==> src/sv/bpu_pkg.sv <==
// Bitmap pixel unpacker package: register codes, depth and format codes,
// the request passed from the unpack stage to the format stage, and the pixel formatter.
// No dependencies.
package bpu_pkg;

    localparam int DEF_MAX_WIDTH       = 8192;
    localparam int DEF_PALETTE_ENTRIES = 256;

    localparam int CFG_DATA_W = 14;

    // Configuration register indexes
    typedef logic [2:0] reg_idx_t;
    localparam reg_idx_t REG_DEPTH_MODE    = 3'd0;
    localparam reg_idx_t REG_OUT_FORMAT    = 3'd1;
    localparam reg_idx_t REG_IMAGE_WIDTH   = 3'd2;
    localparam reg_idx_t REG_IMAGE_HEIGHT  = 3'd3;
    localparam reg_idx_t REG_ALPHA_DEFAULT = 3'd4;

    // Depth selector codes
    typedef logic [2:0] depth_mode_t;
    localparam depth_mode_t DEPTH_1BPP  = 3'd0;
    localparam depth_mode_t DEPTH_2BPP  = 3'd1;
    localparam depth_mode_t DEPTH_4BPP  = 3'd2;
    localparam depth_mode_t DEPTH_8BPP  = 3'd3;
    localparam depth_mode_t DEPTH_24BPP = 3'd4;
    localparam depth_mode_t DEPTH_32BPP = 3'd5;

    // Result format codes
    typedef logic [1:0] fmt_t;
    localparam fmt_t FMT_RGB32  = 2'd0;
    localparam fmt_t FMT_RGB24  = 2'd1;
    localparam fmt_t FMT_RGB565 = 2'd2;

    localparam logic [2:0] BYTES_RGB32  = 3'd4;
    localparam logic [2:0] BYTES_RGB24  = 3'd3;
    localparam logic [2:0] BYTES_RGB565 = 3'd2;

    // Request operation codes
    localparam logic OP_PAL_WRITE = 1'b0;
    localparam logic OP_DATA      = 1'b1;

    // Decoded depth: palette depths carry log2 of bits per pixel
    typedef struct packed {
        logic       pal;
        logic       is24;
        logic [1:0] lg;
    } depth_dec_t;

    // Geometry and alpha seen by the unpack stage
    typedef struct packed {
        depth_mode_t depth_mode;
        logic [13:0] image_width;
        logic [13:0] image_height;
        logic [7:0]  alpha_default;
    } unpack_cfg_t;

    // One pixel on its way to the formatter
    typedef struct packed {
        logic        pal;        // take the entry from palette read data
        logic        zero;       // index beyond the palette: all bytes zero
        logic [31:0] src;        // direct pixel: {a, s2, s1, s0}
        logic        row_end;
        logic        frame_end;
        logic        last;
    } pix_req_t;

    typedef struct packed {
        logic [31:0] value;
        logic [2:0]  bytes;
    } pix_word_t;

    typedef struct packed {
        pix_word_t word;
        logic      row_end;
        logic      frame_end;
        logic      last;
    } out_item_t;

    function automatic depth_dec_t decode_depth(depth_mode_t mode);
        depth_dec_t d;
        d = '{pal: 1'b1, is24: 1'b0, lg: 2'd3};
        case (mode)
            DEPTH_1BPP:  d.lg = 2'd0;
            DEPTH_2BPP:  d.lg = 2'd1;
            DEPTH_4BPP:  d.lg = 2'd2;
            DEPTH_24BPP: d = '{pal: 1'b0, is24: 1'b1, lg: 2'd3};
            DEPTH_32BPP: d = '{pal: 1'b0, is24: 1'b0, lg: 2'd3};
            default:     d.lg = 2'd3;
        endcase
        return d;
    endfunction

    // e holds s0 in the low byte, then s1, s2 and alpha
    function automatic pix_word_t format_pixel(logic [31:0] e, fmt_t fmt);
        pix_word_t r;
        case (fmt)
            FMT_RGB24: begin
                r.value = {8'h00, e[7:0], e[15:8], e[23:16]};
                r.bytes = BYTES_RGB24;
            end
            FMT_RGB565: begin
                r.value = {16'h0000, e[7:3], e[15:10], e[23:19]};
                r.bytes = BYTES_RGB565;
            end
            default: begin
                r.value = {e[31:24], e[7:0], e[15:8], e[23:16]};
                r.bytes = BYTES_RGB32;
            end
        endcase
        return r;
    endfunction

endpackage

==> src/sv/bpu_format.sv <==
// Format stage: merges palette read data, formats the pixel, two-entry output queue.
// Depends on bpu_pkg.
module bpu_format (
    input  logic              clk,
    input  logic              rst_n,
    input  bpu_pkg::fmt_t     out_format,
    input  logic              req_valid,
    input  bpu_pkg::pix_req_t req,
    input  logic [31:0]       pal_rdata,
    output logic              can_issue,
    output logic              out_valid,
    input  logic              out_stall,
    output logic [31:0]       pixel_value,
    output logic [2:0]        pixel_bytes,
    output logic              row_end,
    output logic              frame_end,
    output logic              last_of_run
);
    import bpu_pkg::*;

    logic      b_valid_reg;
    pix_req_t  b_req_reg;
    out_item_t q_reg [2];
    logic [1:0] count_reg, count_next;
    logic      wr_ptr_reg, rd_ptr_reg;

    logic      push, pop;
    logic [31:0] entry;
    out_item_t item, head;

    always_comb
    begin
        entry = b_req_reg.pal ? (b_req_reg.zero ? 32'd0 : pal_rdata) : b_req_reg.src;
        item.word      = format_pixel(entry, out_format);
        item.row_end   = b_req_reg.row_end;
        item.frame_end = b_req_reg.frame_end;
        item.last      = b_req_reg.last;

        push = b_valid_reg;
        pop  = (count_reg != 2'd0) && !out_stall;
        count_next = count_reg + {1'b0, push} - {1'b0, pop};

        // Room for the pixel in flight plus the one issued now
        can_issue = ({1'b0, count_reg} + {2'b0, b_valid_reg}) < (3'd2 + {2'b0, pop});

        head        = q_reg[rd_ptr_reg];
        out_valid   = count_reg != 2'd0;
        pixel_value = head.word.value;
        pixel_bytes = head.word.bytes;
        row_end     = head.row_end;
        frame_end   = head.frame_end;
        last_of_run = head.last;
    end

    always_ff @(posedge clk or negedge rst_n)
    begin
        if (!rst_n)
        begin
            b_valid_reg <= 1'b0;
            count_reg   <= 2'd0;
            wr_ptr_reg  <= 1'b0;
            rd_ptr_reg  <= 1'b0;
        end
        else
        begin
            b_valid_reg <= req_valid;
            count_reg   <= count_next;
            if (push)
            begin
                wr_ptr_reg <= !wr_ptr_reg;
            end
            if (pop)
            begin
                rd_ptr_reg <= !rd_ptr_reg;
            end
        end
    end

    always_ff @(posedge clk)
    begin
        if (req_valid)
        begin
            b_req_reg <= req;
        end
        if (push)
        begin
            q_reg[wr_ptr_reg] <= item;
        end
    end

endmodule

==> config.mk <==
export PLATFORM = sky130hd
export DESIGN_NAME = bpu_format
export DESIGN_NICKNAME = d
export VERILOG_FILES = /design/src/sv/bpu_pkg.sv /design/src/sv/bpu_format.sv
export SDC_FILE = /design/constraint.sdc
export NUM_CORES = 1
export LEC_CHECK = 0
export BUFFER_PORTS_ARGS = -buffer_cell sky130_fd_sc_hd__buf_2
export CAP_MARGIN = 20
export CORE_MARGIN = 10
export CORE_UTILIZATION = 30
export CTS_BUF_LIST = sky130_fd_sc_hd__clkbuf_4
export DETAILED_ROUTE_END_ITERATION = 8
export PLACE_DENSITY = 0.61
export SLEW_MARGIN = 20
export SYNTH_ARGS = -nofsm -noshare
export SYNTH_HDL_FRONTEND = slang
export SYNTH_SLANG_ARGS = --single-unit
==> constraint.sdc <==
create_clock -name clk -period 4.75 [get_ports clk]
set_clock_uncertainty 0.15 [all_clocks]
set_input_delay 1.1875 -clock clk [delete_from_list [all_inputs] [get_ports clk]]
set_output_delay 1.1875 -clock clk [all_outputs]
set_load 0.03 [all_outputs]
==> results of run 1 <==
-- metal layers --
layer | vias to the layer above | part of all wire (%) | track usage (%)
li1 | 1340 | - | -
met4 | 0 | 2.1 | 4.954
met3 | 19 | 4.6 | 3.570
met5 | - | 0 | 0
met2 | 73 | 51 | 17.80
met1 | 1376 | 42 | 11.91
-- area by class of cell --
| cell class | count | area, µm² |
|---|---|---|
| clock buffer | 22 | 165.2 |
| inverter | 6 | 22.52 |
| multi-input combinational | 153 | 1122 |
| fill | 1523 | 9555 |
| sequential | 118 | 3520 |
| timing repair buffer | 116 | 625.6 |
| clock inverter | 9 | 37.54 |
| antenna | 1 | 2.502 |
| tap | 211 | 264.0 |
-- cells in the mapped netlist (2+ instances only) --
| cell type | instances | area share [%] |
|---|---|---|
| edfxtp_1 | 113 | 72 |
| a21oi_1 | 33 | 3.5 |
| nor2b_1 | 32 | 4.2 |
| mux2_2 | 28 | 6.7 |
| nor2_1 | 18 | 1.4 |
| o22ai_1 | 16 | 2.1 |
| mux2_1 | 10 | 2.4 |
| buf_2 | 9 | 0.95 |
| ha_1 | 6 | 1.6 |
| dfrtp_1 | 5 | 2.6 |
| inv_1 | 5 | 0.40 |
| buf_4 | 3 | 0.48 |
| xnor2_1 | 2 | 0.37 |
| xor2_1 | 2 | 0.37 |
-- where the power goes --
group	leakage (nW)	switching, W	internal [W]	total [W]
logic	0.914	0.000632	0.000349	0.000981
clock network	0.122	0.000338	0.000220	0.000558
registers	1.15	0.000117	0.00136	0.00148
-- through the flow --
stage	area (µm²)	power (W)	hold WS (ns)	util, %	cells
3_3_place_gp	5499	0.002475	0.2797	35.91	602
4_1_cts	5729	0.003067	0.2570	37.41	634
2_1_floorplan	4723	0.002165	0.2715	-	290
6_report	5759	0.003020	0.3054	37.61	636
3_5_place_dp	5527	0.002506	0.2881	36.09	603
5_1_grt	5759	0.003192	0.2731	37.61	636
-- kinds of logic (layout without fill, tap and decap cells) --
logic type      count (synthesis)  in the layout  synth area share, %
fa+ha+maj                       6              6                1.589
other cells                     0              1                    0
buf+inv                        19            153                1.987
compound gates                 49             49                5.616
mux                            38             38                9.060
flops                         118            118                74.49
xor+xnor                        4              4               0.7419
simple gates                   56             56                6.517
-- final timing paths --
check                                   start             end  slack (ns)  cells past startpoint
worst max-delay path               rd_ptr_reg  pixel_value[9]        1.26                      2
worst min-delay path             b_req_reg[1]     q_reg[0][1]        0.31                      0
worst max register to register  b_req_reg[36]    q_reg[1][19]        2.69                      3
worst min register to register   b_req_reg[1]     q_reg[0][1]        0.31                      0
max in group asynchronous               rst_n      rd_ptr_reg        3.99                      1
min in group asynchronous               rst_n    count_reg[1]        0.32                      1
-- worst reg2reg max path, stage by stage (launching register included) --
cell      delay, ns
edfxtp_1       0.74
and2b_4        0.51
a21oi_1        0.23
o22ai_1        0.25
==> run summary, run 1 <==
Outcome: completed
GRT Util Overall: 10.60%
Final wirelength: 11070 µm
CP Data Arrival Time: 2.15 ns
Hold Path Class: register to register
Routed vias/inst: 4.415
Fin crit share: 73.38%
Clock sinks: 118
H-Tree Depth: 4
Fin worst setup slack: 1.265 ns
Worst-path cell chain: mux2_2 -> buf_2
DRC: 0
Layout cells sized above 1: 41.27%
IO buf count: 114
Post-Syn Area: 0.004723 mm²
Buf/Inv on CP: 1
First-pass GRT wire length: 17120 µm
Crit path kind: register to output port
Slew margin rel.: 28.45%
IO Count: 115
Via Count: 2808
Area grow syn2layout: 21.93%
Setup violations, final: 0
Remaining antenna violation count: 0
Die ar.: 0.02116 mm²
Clock Path Buffers: 2
Largest net degree at the start of global routing: 40
Num CTS Buffers: 17
Pre-CTS WS: 1.370 ns
Slew Limit Fails: 0
Pre-antenna DRT Iters: 4
Worst Tran Pin Value: 1.072 ns
Static Leak: 2.185 nW
Synth Net Count: 371
Initial Utilization: 30.84%
Maxcap violations: 0
Grt total ovfl: 0
Crit-path slowest cell: dfrtp_2
Final critical-path required period: 3.485 ns
RSZ-0062 raised after global routing: false
Yosys reg bits: 118
Syn Inst Count: 290
Clock latency on the worst-skew pair: 0.52 ns
Post-synth EDFFs: 113
TritonCTS clock tree: done
Sequential-to-total area share from yosys stat: 74.49%
Nets@finish: 493
Synth Flop Type: edfxtp_1
Leading cell type in the layout, fill and taps excluded: buf_2
Vias in the first global route: 3140
GPL Wtd Cong: 0.7576
Most frequent cells in the layout: 114 x buf_2, 113 x edfxtp_1, 33 x a21oi_1
WL/cell: 17.41 µm
Max reg flops: 76
Crit path max fanout: 39
Final Hold Viols: 0
Chip width: 145.5 µm
Hold buffer count at cts: 0
Max Clk Rate: 286.9 MHz
Syn Area/Cell: 16.29 µm²
Post-CTS resize count: 0
Setup TNS: 0 ns
Area of the core: 0.01531 mm²
Crit path launch type: register
Delay-heaviest family, CP: flip-flops
Yosys cell types: 22
Fraction of registers with async set/reset: 4.237%
CTS clk-pin slew, worst paths: 0.09 ns
Initial antenna violation count: 1
Power Dens Cells: 524.3 mW/mm²
Std-Cell Rows: 45
Buffer count from post-CTS setup fixing: 0
CP max stage delay: 0.97 ns
Dpl hpwl: 7982 µm
CP required: 3.41 ns
DRT iter0 DRCs: 135
Die Y: 145.5 µm
Crit end category: output port
Yosys warns: 0
Maximum VDD drop: 0.0001945 V
CTS Root Cell: clkbuf_4
Note: power is estimated with default switching activity, not from simulation.
==> inputs of run 2 (changes only) <==
Settings changed: PLACE_DENSITY 0.61 to 0.63.
Clock period 4.75 ns to 2.8 ns, I/O delays scaled along.
==> run summary, run 2 (same netlist as run 1, synthesis figures left out) <==
Outcome: completed
IO Count: 115 (unchanged)
Crit end category: output port
Power Dens Cells: 894.1 mW/mm² (+71%)
Max Clk Rate: 374.5 MHz
Met2 Usage GRT: 17.21% (-0.59 points)
RSZ-0062 raised after global routing: true
Final Cell Area: 0.005802 mm² (+0.74%)
Worst Tran Pin Value: 0.8721 ns (-0.1999 ns)
Routed vias/inst: 4.278 (-3.1%)
Final critical-path required period: 2.671 ns
Area grow syn2layout: 22.83%
Placed Instances: 608 (+0.83%)
Clock latency on the worst-skew pair: 0.51 ns (about the same)
Slew margin rel.: 41.86% (+13 points)
CTS Root Cell: clkbuf_4
Remaining antenna violation count: 0 (unchanged)
Die Y: 145.5 µm (unchanged)
FF/Latch Area: 0.003518 mm² (about the same)
Via Count: 2751 (-2.0%)
Area of the core: 0.01531 mm² (unchanged)
CP Data Arrival Time: 1.82 ns (-0.33 ns)
Slew Limit Fails: 0 (unchanged)
WL/cell: 17.13 µm (-1.6%)
Pre-antenna DRT Iters: 4 (unchanged)
Cell Count, Final, Fillers Out: 643 (+1.1%)
Crit path kind: register to output port
GRT Util Overall: 10.47% (-0.13 points)
Multi-input gate area: 0.001124 mm² (+0.11%)
H-Tree Depth: 4 (unchanged)
GPL Wtd Cong: 0.8013 (+5.8%)
CTS clk-pin slew, worst paths: 0.10 ns (about the same)
CP required: 1.95 ns (-1.46 ns)
Final Hold Viols: 0 (unchanged)
Met3 GRT Util: 3.912% (+0.34 points)
DRC: 0 (unchanged)
Crit path launch type: register
Vias in the first global route: 3029 (-3.5%)
Global routing's busiest layer: met2
Fin crit share: 95.38%
Grt total ovfl: 0 (unchanged)
Dpl hpwl: 8191 µm (+2.6%)
Std-Cell Rows: 45 (unchanged)
Die ar.: 0.02116 mm² (unchanged)
Initial antenna violation count: 1 (unchanged)
Nets@finish: 499 (+1.2%)
DRT iter0 DRCs: 95 (-30%)
Max reg flops: 76 (unchanged)
IO buf count: 114 (unchanged)
Area after DPL: 0.005553 mm² (+0.48%)
Clock Path Buffers: 2 (unchanged)
Crit path max fanout: 2 (-95%)
Chip width: 145.5 µm (unchanged)
Most frequent cells in the layout: 113 x edfxtp_1, 113 x buf_2, 32 x a21oi_1
Layout cells sized above 1: 42.46% (+1.2 points)
Final wirelength: 11010 µm (-0.51%)
Total chip power: 0.005188 W (+72%)
Fill count: 1515 (-0.53%)
Final core utilization: 37.88% (+0.28 points)
TritonCTS clock tree: done
Setup violations, final: 0 (unchanged)
Maximum VDD drop: 0.0003053 V (+57%)
Initial Utilization: 30.84% (unchanged)
Num CTS Buffers: 17 (unchanged)
Clock sinks: 118 (unchanged)
Static Leak: 2.220 nW (+1.6%)
Largest net degree at the start of global routing: 40 (unchanged)
First-pass GRT wire length: 16910 µm (-1.2%)
Maxcap violations: 0 (unchanged)
Met1 GRT Util: 11.68% (-0.23 points)
Hold Path Class: input port to register
[run 2: changes by cell type in the layout (fill, tap and decap cells not counted), moves of 2 or more]
cell | previous run | this run
buf_4 | 0 | 6
clkinv_1 | 6 | 3
buf_16 | 2 | 0
clkbuf_4 | 22 | 25
[run 2: through the flow]
stage          hold WS [ns]  setup slack (ns)  setup TNS [ns]
2_1_floorplan        0.2544           0.08109               0
3_3_place_gp         0.2785            0.4225               0
3_5_place_dp         0.2906            0.3059               0
4_1_cts              0.1474           0.04888               0
5_1_grt              0.1222         -0.002701       -0.002701
6_report             0.2024            0.1294               0
[run 2: critical path, stage by stage (launching register included)]
cell	delay (ns)
dfrtp_1	0.39
ha_1	0.28
or3_1	0.35
a21oi_2	0.14
buf_6	0.14
[run 2: what timing repair did]
action / CTS / global route
hold endpoints to repair: 5 / 0
pin swaps: 0 / 1
endpoints found under the setup margin: 1 / 1
gates resized for setup: 1 / 2
setup buffers: 1 / 0
hold buffers: 1 / 0
[run 2: worst paths after layout]
| kind | end | depth (start not counted) | slack (ns) | startpoint |
|---|---|---|---|---|
| setup / recovery | can_issue | 4 | 0.13 | b_valid_reg |
| hold / removal | b_req_reg[4] | 1 | 0.20 | req[4] |
| setup reg to reg | q_reg[1][7] | 3 | 1.02 | b_valid_reg |
| hold reg to reg | q_reg[1][0] | 0 | 0.32 | b_req_reg[0] |
| max in group asynchronous | b_valid_reg | 2 | 1.99 | rst_n |
| min in group asynchronous | count_reg[1] | 2 | 0.37 | rst_n |
[run 2: area by class of cell]
type	instances	share of cell area, %
sequential	118	60.64
multi-input combinational	153	19.37
timing repair buffer	122	11.24
tap	211	4.550
clock buffer	25	3.235
clock inverter	7	0.5391
inverter	6	0.3882
antenna	1	0.04313
[run 2: where the power goes]
part,internal [W],total [W],switching [W]
sequential,0.00231,0.00240,0.0000839
combinational,0.000628,0.00181,0.00119
clock,0.000416,0.000978,0.000563
[run 2: metal layers]
layer	vias up	share of wire, %	routed length (µm)
met1	1306	43	4685
li1	1352	-	-
met2	74	50	5542
met5	-	0	0
met4	0	2.2	245
met3	19	4.9	540
