File: config.mk
export PLATFORM = sky130hd
export DESIGN_NAME = bpu_unpack
export DESIGN_NICKNAME = d
export VERILOG_FILES = /design/src/sv/bpu_pkg.sv /design/src/sv/bpu_unpack.sv
export SDC_FILE = /design/constraint.sdc
export NUM_CORES = 1
export LEC_CHECK = 0
export BUFFER_PORTS_ARGS = -buffer_cell sky130_fd_sc_hd__buf_2
export CAP_MARGIN = 40
export CORE_UTILIZATION = 45
export DETAILED_ROUTE_END_ITERATION = 7
export PLACE_DENSITY = 0.67
export SLEW_MARGIN = 20
export SYNTH_ARGS = -nofsm -noshare
export SYNTH_HDL_FRONTEND = slang
export SYNTH_SLANG_ARGS = --single-unit
export TNS_END_PERCENT = 50
File: constraint.sdc
create_clock -name clk -period 8.8 [get_ports clk]
set_input_delay 2.2 -clock clk [delete_from_list [all_inputs] [get_ports clk]]
set_output_delay 2.2 -clock clk [all_outputs]
set_load 0.005 [all_outputs]
File: src/sv/bpu_pkg.sv
// Bitmap pixel unpacker package: register codes, depth and format codes,
// the request passed from the unpack stage to the format stage, and the pixel formatter.
// No dependencies.
package bpu_pkg;

    localparam int DEF_MAX_WIDTH       = 8192;
    localparam int DEF_PALETTE_ENTRIES = 256;

    localparam int CFG_DATA_W = 14;

    // Configuration register indexes
    typedef logic [2:0] reg_idx_t;
    localparam reg_idx_t REG_DEPTH_MODE    = 3'd0;
    localparam reg_idx_t REG_OUT_FORMAT    = 3'd1;
    localparam reg_idx_t REG_IMAGE_WIDTH   = 3'd2;
    localparam reg_idx_t REG_IMAGE_HEIGHT  = 3'd3;
    localparam reg_idx_t REG_ALPHA_DEFAULT = 3'd4;

    // Depth selector codes
    typedef logic [2:0] depth_mode_t;
    localparam depth_mode_t DEPTH_1BPP  = 3'd0;
    localparam depth_mode_t DEPTH_2BPP  = 3'd1;
    localparam depth_mode_t DEPTH_4BPP  = 3'd2;
    localparam depth_mode_t DEPTH_8BPP  = 3'd3;
    localparam depth_mode_t DEPTH_24BPP = 3'd4;
    localparam depth_mode_t DEPTH_32BPP = 3'd5;

    // Result format codes
    typedef logic [1:0] fmt_t;
    localparam fmt_t FMT_RGB32  = 2'd0;
    localparam fmt_t FMT_RGB24  = 2'd1;
    localparam fmt_t FMT_RGB565 = 2'd2;

    localparam logic [2:0] BYTES_RGB32  = 3'd4;
    localparam logic [2:0] BYTES_RGB24  = 3'd3;
    localparam logic [2:0] BYTES_RGB565 = 3'd2;

    // Request operation codes
    localparam logic OP_PAL_WRITE = 1'b0;
    localparam logic OP_DATA      = 1'b1;

    // Decoded depth: palette depths carry log2 of bits per pixel
    typedef struct packed {
        logic       pal;
        logic       is24;
        logic [1:0] lg;
    } depth_dec_t;

    // Geometry and alpha seen by the unpack stage
    typedef struct packed {
        depth_mode_t depth_mode;
        logic [13:0] image_width;
        logic [13:0] image_height;
        logic [7:0]  alpha_default;
    } unpack_cfg_t;

    // One pixel on its way to the formatter
    typedef struct packed {
        logic        pal;        // take the entry from palette read data
        logic        zero;       // index beyond the palette: all bytes zero
        logic [31:0] src;        // direct pixel: {a, s2, s1, s0}
        logic        row_end;
        logic        frame_end;
        logic        last;
    } pix_req_t;

    typedef struct packed {
        logic [31:0] value;
        logic [2:0]  bytes;
    } pix_word_t;

    typedef struct packed {
        pix_word_t word;
        logic      row_end;
        logic      frame_end;
        logic      last;
    } out_item_t;

    function automatic depth_dec_t decode_depth(depth_mode_t mode);
        depth_dec_t d;
        d = '{pal: 1'b1, is24: 1'b0, lg: 2'd3};
        case (mode)
            DEPTH_1BPP:  d.lg = 2'd0;
            DEPTH_2BPP:  d.lg = 2'd1;
            DEPTH_4BPP:  d.lg = 2'd2;
            DEPTH_24BPP: d = '{pal: 1'b0, is24: 1'b1, lg: 2'd3};
            DEPTH_32BPP: d = '{pal: 1'b0, is24: 1'b0, lg: 2'd3};
            default:     d.lg = 2'd3;
        endcase
        return d;
    endfunction

    // e holds s0 in the low byte, then s1, s2 and alpha
    function automatic pix_word_t format_pixel(logic [31:0] e, fmt_t fmt);
        pix_word_t r;
        case (fmt)
            FMT_RGB24: begin
                r.value = {8'h00, e[7:0], e[15:8], e[23:16]};
                r.bytes = BYTES_RGB24;
            end
            FMT_RGB565: begin
                r.value = {16'h0000, e[7:3], e[15:10], e[23:19]};
                r.bytes = BYTES_RGB565;
            end
            default: begin
                r.value = {e[31:24], e[7:0], e[15:8], e[23:16]};
                r.bytes = BYTES_RGB32;
            end
        endcase
        return r;
    endfunction

endpackage

File: src/sv/bpu_unpack.sv
// Unpack stage: holds one request, tracks row position, issues one pixel per cycle while can_issue.
// Depends on bpu_pkg.
module bpu_unpack #(
    parameter int MAX_WIDTH       = 8192,
    parameter int PALETTE_ENTRIES = 256
) (
    input  logic                               clk,
    input  logic                               rst_n,
    input  bpu_pkg::unpack_cfg_t               cfg,
    input  logic                               in_valid,
    output logic                               in_stall,
    input  logic                               operation,
    input  logic [7:0]                         palette_slot,
    input  logic [31:0]                        palette_word,
    input  logic [7:0]                         data_byte,
    output logic                               pal_we,
    output logic [$clog2(PALETTE_ENTRIES)-1:0] pal_waddr,
    output logic [31:0]                        pal_wdata,
    output logic                               pal_re,
    output logic [$clog2(PALETTE_ENTRIES)-1:0] pal_raddr,
    input  logic                               can_issue,
    output logic                               req_valid,
    output bpu_pkg::pix_req_t                  req
);
    import bpu_pkg::*;

    localparam int CNT_W  = $clog2(MAX_WIDTH + 1);
    localparam int BITS_W = CNT_W + 5;
    localparam int RB_W   = CNT_W + 2;
    localparam int PAL_AW = $clog2(PALETTE_ENTRIES);

    logic              a_valid_reg, a_valid_next;
    logic              a_op_reg;
    logic [7:0]        a_slot_reg;
    logic [31:0]       a_word_reg;
    logic [7:0]        a_byte_reg, a_byte_next;
    logic [2:0]        a_sub_reg, a_sub_next;
    logic [RB_W-1:0]   rbc_reg, rbc_next;
    logic [CNT_W-1:0]  col_reg, col_next;
    logic [13:0]       row_reg, row_next;
    logic [23:0]       pp_reg, pp_next;
    logic [1:0]        pc_reg, pc_next;

    depth_dec_t        dec;
    logic [13:0]       iw_nz, h_eff;
    logic [CNT_W-1:0]  w_eff;
    logic [BITS_W-1:0] row_bits, row_bits_up;
    logic [RB_W-1:0]   stride;
    logic [RB_W:0]     rbc_inc;
    logic [CNT_W:0]    col_inc;
    logic [14:0]       row_inc;
    logic              col_ok, row_end, last_row, need_full, is_data, wants;
    logic [2:0]        sub_last;
    logic              last_pix, issue, step_done, data_done, wrap, accept;
    logic [7:0]        idx;
    logic [3:0]        bpp_amt;

    always_comb
    begin
        dec     = decode_depth(cfg.depth_mode);
        bpp_amt = 4'd1 << dec.lg;

        iw_nz = (cfg.image_width == 14'd0) ? 14'd1 : cfg.image_width;
        if (32'(iw_nz) > MAX_WIDTH)
        begin
            w_eff = CNT_W'(MAX_WIDTH);
        end
        else
        begin
            w_eff = CNT_W'(iw_nz);
        end
        h_eff = (cfg.image_height == 14'd0) ? 14'd1 : cfg.image_height;

        // Row stride in bytes, rounded up to whole 32-bit words
        if (dec.pal)
        begin
            row_bits = BITS_W'(w_eff) << dec.lg;
        end
        else if (dec.is24)
        begin
            row_bits = (BITS_W'(w_eff) << 4) + (BITS_W'(w_eff) << 3);
        end
        else
        begin
            row_bits = BITS_W'(w_eff) << 5;
        end
        row_bits_up = row_bits + BITS_W'(31);
        stride      = RB_W'(row_bits_up >> 5) << 2;

        col_ok   = col_reg < w_eff;
        col_inc  = {1'b0, col_reg} + 1'b1;
        row_end  = col_inc >= {1'b0, w_eff};
        row_inc  = {1'b0, row_reg} + 15'd1;
        last_row = row_inc >= {1'b0, h_eff};

        need_full = dec.is24 ? (pc_reg >= 2'd2) : (pc_reg == 2'd3);
        is_data   = a_op_reg == OP_DATA;
        wants     = is_data && col_ok && (dec.pal || need_full);

        case (dec.lg)
            2'd0:    sub_last = 3'd7;
            2'd1:    sub_last = 3'd3;
            2'd2:    sub_last = 3'd1;
            default: sub_last = 3'd0;
        endcase
        last_pix = !dec.pal || (a_sub_reg == sub_last) || row_end;

        issue     = a_valid_reg && wants && can_issue;
        step_done = a_valid_reg && (!wants || (issue && last_pix));
        data_done = step_done && is_data;
        in_stall  = a_valid_reg && !step_done;
        accept    = in_valid && !in_stall;

        rbc_inc = {1'b0, rbc_reg} + 1'b1;
        wrap    = rbc_inc >= {1'b0, stride};

        // Sub-byte indices come from the top bits first
        case (dec.lg)
            2'd0:    idx = {7'b0, a_byte_reg[7]};
            2'd1:    idx = {6'b0, a_byte_reg[7:6]};
            2'd2:    idx = {4'b0, a_byte_reg[7:4]};
            default: idx = a_byte_reg;
        endcase

        pal_we    = a_valid_reg && !is_data && (32'(a_slot_reg) < PALETTE_ENTRIES);
        pal_waddr = a_slot_reg[PAL_AW-1:0];
        pal_wdata = a_word_reg;
        pal_re    = issue && dec.pal;
        pal_raddr = idx[PAL_AW-1:0];

        req_valid     = issue;
        req.pal       = dec.pal;
        req.zero      = 32'(idx) >= PALETTE_ENTRIES;
        req.src[7:0]  = pp_reg[7:0];
        req.src[15:8] = pp_reg[15:8];
        req.src[23:16] = dec.is24 ? a_byte_reg : pp_reg[23:16];
        req.src[31:24] = dec.is24 ? cfg.alpha_default : a_byte_reg;
        req.row_end   = row_end;
        req.frame_end = row_end && last_row;
        req.last      = last_pix;

        // Next state
        a_valid_next = accept ? 1'b1 : (step_done ? 1'b0 : a_valid_reg);
        a_byte_next  = a_byte_reg;
        a_sub_next   = a_sub_reg;
        if (accept)
        begin
            a_byte_next = data_byte;
            a_sub_next  = 3'd0;
        end
        else if (issue)
        begin
            a_byte_next = a_byte_reg << bpp_amt;
            a_sub_next  = a_sub_reg + 3'd1;
        end

        col_next = issue ? col_inc[CNT_W-1:0] : col_reg;
        rbc_next = rbc_reg;
        row_next = row_reg;
        pp_next  = pp_reg;
        pc_next  = pc_reg;
        if (data_done)
        begin
            if (issue && !dec.pal)
            begin
                pp_next = 24'd0;
                pc_next = 2'd0;
            end
            else if (!dec.pal && col_ok)
            begin
                case (pc_reg)
                    2'd0:    pp_next[7:0]   = a_byte_reg;
                    2'd1:    pp_next[15:8]  = a_byte_reg;
                    2'd2:    pp_next[23:16] = a_byte_reg;
                    default: pp_next        = pp_reg;
                endcase
                pc_next = pc_reg + 2'd1;
            end

            if (wrap)
            begin
                rbc_next = '0;
                col_next = '0;
                pp_next  = 24'd0;
                pc_next  = 2'd0;
                row_next = last_row ? 14'd0 : row_inc[13:0];
            end
            else
            begin
                rbc_next = rbc_inc[RB_W-1:0];
            end
        end
    end

    always_ff @(posedge clk or negedge rst_n)
    begin
        if (!rst_n)
        begin
            a_valid_reg <= 1'b0;
            a_sub_reg   <= 3'd0;
            rbc_reg     <= '0;
            col_reg     <= '0;
            row_reg     <= 14'd0;
            pp_reg      <= 24'd0;
            pc_reg      <= 2'd0;
        end
        else
        begin
            a_valid_reg <= a_valid_next;
            a_sub_reg   <= a_sub_next;
            rbc_reg     <= rbc_next;
            col_reg     <= col_next;
            row_reg     <= row_next;
            pp_reg      <= pp_next;
            pc_reg      <= pc_next;
        end
    end

    always_ff @(posedge clk)
    begin
        a_byte_reg <= a_byte_next;
        if (accept)
        begin
            a_op_reg   <= operation;
            a_slot_reg <= palette_slot;
            a_word_reg <= palette_word;
        end
    end

endmodule

==> load_flow_metrics.sql <==
INSERT INTO impl_metrics (metric_group, metric, value, unit) VALUES
('drt', 'drt-pass1-iter-count', '7', ''),
('setup_path', 'slowest_delay', '0.66', 'ns'),
('power', 'ir_drop', '0.114', 'mV'),
('sta', 'report.final.slew_viol_count', '0', ''),
('global_route', 'grt_overflow_total', '0', ''),
('sta', 'hold-worst-slack', '0.495', 'ns'),
('cells_and_area', 'final_net_count', '1387', ''),
('setup_path', 'startpoint_class_of_the_critical_path', 'input port', ''),
('clock_network', 'cts_buffers', '17', ''),
('global_route', 'track_usage', '0.240', ''),
('global_route', 'largest_net_degree_at_the_start_of_global_routing', '42', ''),
('clock_network', 'clk_path_buf_depth', '2', ''),
('synth', 'dominant_cell_by_count_in_the_synthesized_netlist', 'sky130_fd_sc_hd__nand2_1', ''),
('synth', 'synth_seq_area_share', '0.347', ''),
('setup_path', 'crit_slowest_cell', 'sky130_fd_sc_hd__a222oi_1', ''),
('sta', 'grt_setup_unrepaired', 'false', ''),
('drt', 'route.vias.total', '8480', ''),
('floorplanning', 'core_area', '21000', 'sq um'),
('setup_path', 'timing.critical_path.buf_inv', '2', ''),
('place', 'port_buffers', '179', ''),
('job', 'cap_violations', '0', ''),
('synth', 'synth_fp_nets', '1235', ''),
('setup_path', 'worst-endpoint-required', '9.15', 'ns'),
('sta', 'timing.clock.skew', '0.00803', 'ns'),
('clock_network', 'htree_num_levels', '4', ''),
('synth', 'yosys.area.top_type_share', '0.193', ''),
('synth', 'post_synth_num_cell_types', '84', ''),
('drt', 'route.detailed.drc', '2', ''),
('drt', 'routed_wirelength', '26000', 'microns'),
('setup_path', 'critical_path.endpoint_type', 'flip-flop', ''),
('drt', 'vias_per_cell', '5.65', ''),
('power', 'leakage_power_of_the_design', '5.50', 'nW'),
('min_path', 'min-delay-path-class', 'reg2reg', ''),
('floorplanning', 'design.die.area', '21900', 'sq um'),
('cells_and_area', 'num-fill-cells', '1954', ''),
('clock_network', 'num_clock_sinks', '123', ''),
('sta', 'worst_pin_slew', '0.743', 'ns'),
('drt', 'ant_nets', '0', ''),
('floorplanning', 'dieHeight', '148', 'microns'),
('synth', 'average_instance_area_after_synthesis', '9.03', 'sq um'),
('clock_network', 'cts_tree', 'yes', ''),
('synth', 'postSynth.asyncResetShare', '0.602', ''),
('cells_and_area', 'layout-drive-gt1-share', '0.233', ''),
('sta', 'timing.setup.tns', '0', 'ns'),
('floorplanning', 'initial_utilization', '0.457', ''),
('clock_network', 'cts.clk_slew.worst_paths', '0.06', 'ns'),
('global_route', 'grt_pass1_vias', '7964', ''),
('setup_path', 'worst-setup-path-type', 'in2reg', ''),
('global_route', 'grt_pass1_wl', '41600', 'microns'),
('sta', 'portion_of_the_clock_cycle_consumed_by_the_worst_path_in_the_final_layout', '0.878', ''),
('setup_path', 'startpoint', 'cfg[31]', ''),
('setup_path', 'cpLargestDelayFamily', 'simple AND/OR/NAND/NOR gates', ''),
('synth', 'synth_top_cells_by_count', '137 x sky130_fd_sc_hd__nand2_1, 81 x sky130_fd_sc_hd__ha_1, 74 x sky130_fd_sc_hd__dfrtp_1, 69 x sky130_fd_sc_hd__nor2_1, 50 x sky130_fd_sc_hd__inv_1', ''),
('min_path', 'worstHoldStart', 'pp_reg[6]', ''),
('synth', 'syn_inst', '1061', ''),
('run_status', 'violations', 'design-rule violations', ''),
('clock_network', 'worst_skew_pair.late_latency', '0.42', 'ns'),
('synth', 'cell_types_with_the_largest_area_share_after_synthesis', 'sky130_fd_sc_hd__dfrtp_1 19%, sky130_fd_sc_hd__edfxtp_1 15%, sky130_fd_sc_hd__ha_1 11%, sky130_fd_sc_hd__nand2_1 5.4%, sky130_fd_sc_hd__xor2_1 3.7%', ''),
('cells_and_area', 'area.growth.synth_to_final', '17.4', '%'),
('floorplanning', 'floorplan.io_pins', '181', ''),
('drt', 'iteration_0_drc_count_of_the_detailed_router', '545', ''),
('drt', 'drt-wirelength-per-cell', '17.3', 'microns'),
('setup_path', 'worst-path-max-fanout', '10', ''),
('synth', 'netlist.top_cell.by_area', 'sky130_fd_sc_hd__dfrtp_1', ''),
('place', 'global_placement_routability_congestion', '0.945', ''),
('place', 'place.detailed.hpwl', '19900', 'microns'),
('synth', 'dominantRegCellSynth', 'sky130_fd_sc_hd__dfrtp_1', ''),
('run_status', 'run_status', 'finished, violations left', ''),
('setup_path', 'worst_r2r_startpoint', 'col_reg[2]', ''),
('clock_network', 'clockRootBuffer', 'sky130_fd_sc_hd__clkbuf_16', ''),
('clock_network', 'post_cts_buffers', '0', '');
-- per-stage QoR --
step                      cell area, sq um   util  std cells  setup slack, ns  total power, W
after detailed placement             10600  0.507       1468            0.683         0.00136
after CTS                            11200  0.536       1500             1.13         0.00210
after floorplan                       9590      -       1061             1.64         0.00119
final                                11300  0.537       1502             1.07         0.00209
after global placement               10600  0.504       1463            0.712         0.00135
after global routing                 11200  0.537       1501            0.716         0.00221
-- cell usage in the layout (no fill, tap or decap), types with 8 or more instances in the layout --
cell type / count
sky130_fd_sc_hd__a21o_1: 18
sky130_fd_sc_hd__a21oi_1: 44
sky130_fd_sc_hd__a22o_1: 31
sky130_fd_sc_hd__and3_1: 25
sky130_fd_sc_hd__buf_2: 180
sky130_fd_sc_hd__buf_4: 15
sky130_fd_sc_hd__clkbuf_16: 17
sky130_fd_sc_hd__dfrtp_1: 74
sky130_fd_sc_hd__edfxtp_1: 49
sky130_fd_sc_hd__ha_1: 81
sky130_fd_sc_hd__inv_1: 50
sky130_fd_sc_hd__mux2_2: 23
sky130_fd_sc_hd__mux2i_1: 11
sky130_fd_sc_hd__nand2_1: 137
sky130_fd_sc_hd__nand2b_1: 18
sky130_fd_sc_hd__nand3_1: 36
sky130_fd_sc_hd__nand4_1: 9
sky130_fd_sc_hd__nor2_1: 68
sky130_fd_sc_hd__nor2b_1: 23
sky130_fd_sc_hd__nor3_1: 28
sky130_fd_sc_hd__nor4_1: 8
sky130_fd_sc_hd__o211ai_1: 8
sky130_fd_sc_hd__o21ai_0: 49
sky130_fd_sc_hd__o21ai_1: 10
sky130_fd_sc_hd__or3_1: 9
sky130_fd_sc_hd__xnor2_1: 27
sky130_fd_sc_hd__xor2_1: 40
-- power by group --
group          total, W  internal (W)  switching [W]  leakage (nW)
Combinational  0.000585      0.000268       0.000317          3.74
Clock          0.000730      0.000462       0.000268         0.300
Sequential     0.000775      0.000692      0.0000829          1.46
Total           0.00209       0.00142       0.000668          5.50
-- layer usage --
metal	part of all wire	routed length, microns	global-route usage	up-vias
li1	-	-	-	4114
met1	0.45	11700	0.327	4020
met2	0.47	12300	0.379	292
met3	0.052	1350	0.0404	54
met4	0.026	676	0.0933	0
met5	0	0	0	-
-- final cells by class --
| type | count | area, sq um | area share |
|---|---|---|---|
| timing repair buffer | 198 | 1060 | 0.0943 |
| clock buffer | 19 | 453 | 0.0403 |
| tap | 275 | 344 | 0.0306 |
| multi-input combinational | 820 | 5710 | 0.507 |
| clock inverter | 13 | 164 | 0.0146 |
| sequential | 123 | 3320 | 0.295 |
| inverter | 53 | 199 | 0.0177 |
| antenna | 1 | 2.50 | 0.000222 |
-- worst paths after layout --
kind / to / slack [ns] / cells after the start
min in group asynchronous: rbc_reg[13] / 1.73 / 1
min: pp_reg[6] / 0.49 / 1
max reg2reg: pal_wdata[23] / 4.07 / 17
min reg2reg: pp_reg[6] / 0.49 / 1
max in group asynchronous: row_reg[7] / 6.47 / 2
max: pp_reg[9] / 1.07 / 25
-- cell families (layout without fill, tap and decap cells) --
logic type	Yosys count	count (layout)	share of synthesized area
AO/OA/AOI/OAI	231	231	0.165
XOR/XNOR	67	67	0.0612
adder cells (fa/ha/maj)	82	82	0.108
buffers and inverters	118	283	0.0593
flip-flops	123	123	0.347
multiplexers	35	35	0.0409
other	1	2	0.000391
AND/OR/NAND/NOR	404	404	0.218
No activity file was read; power rests on OpenSTA's default activity.
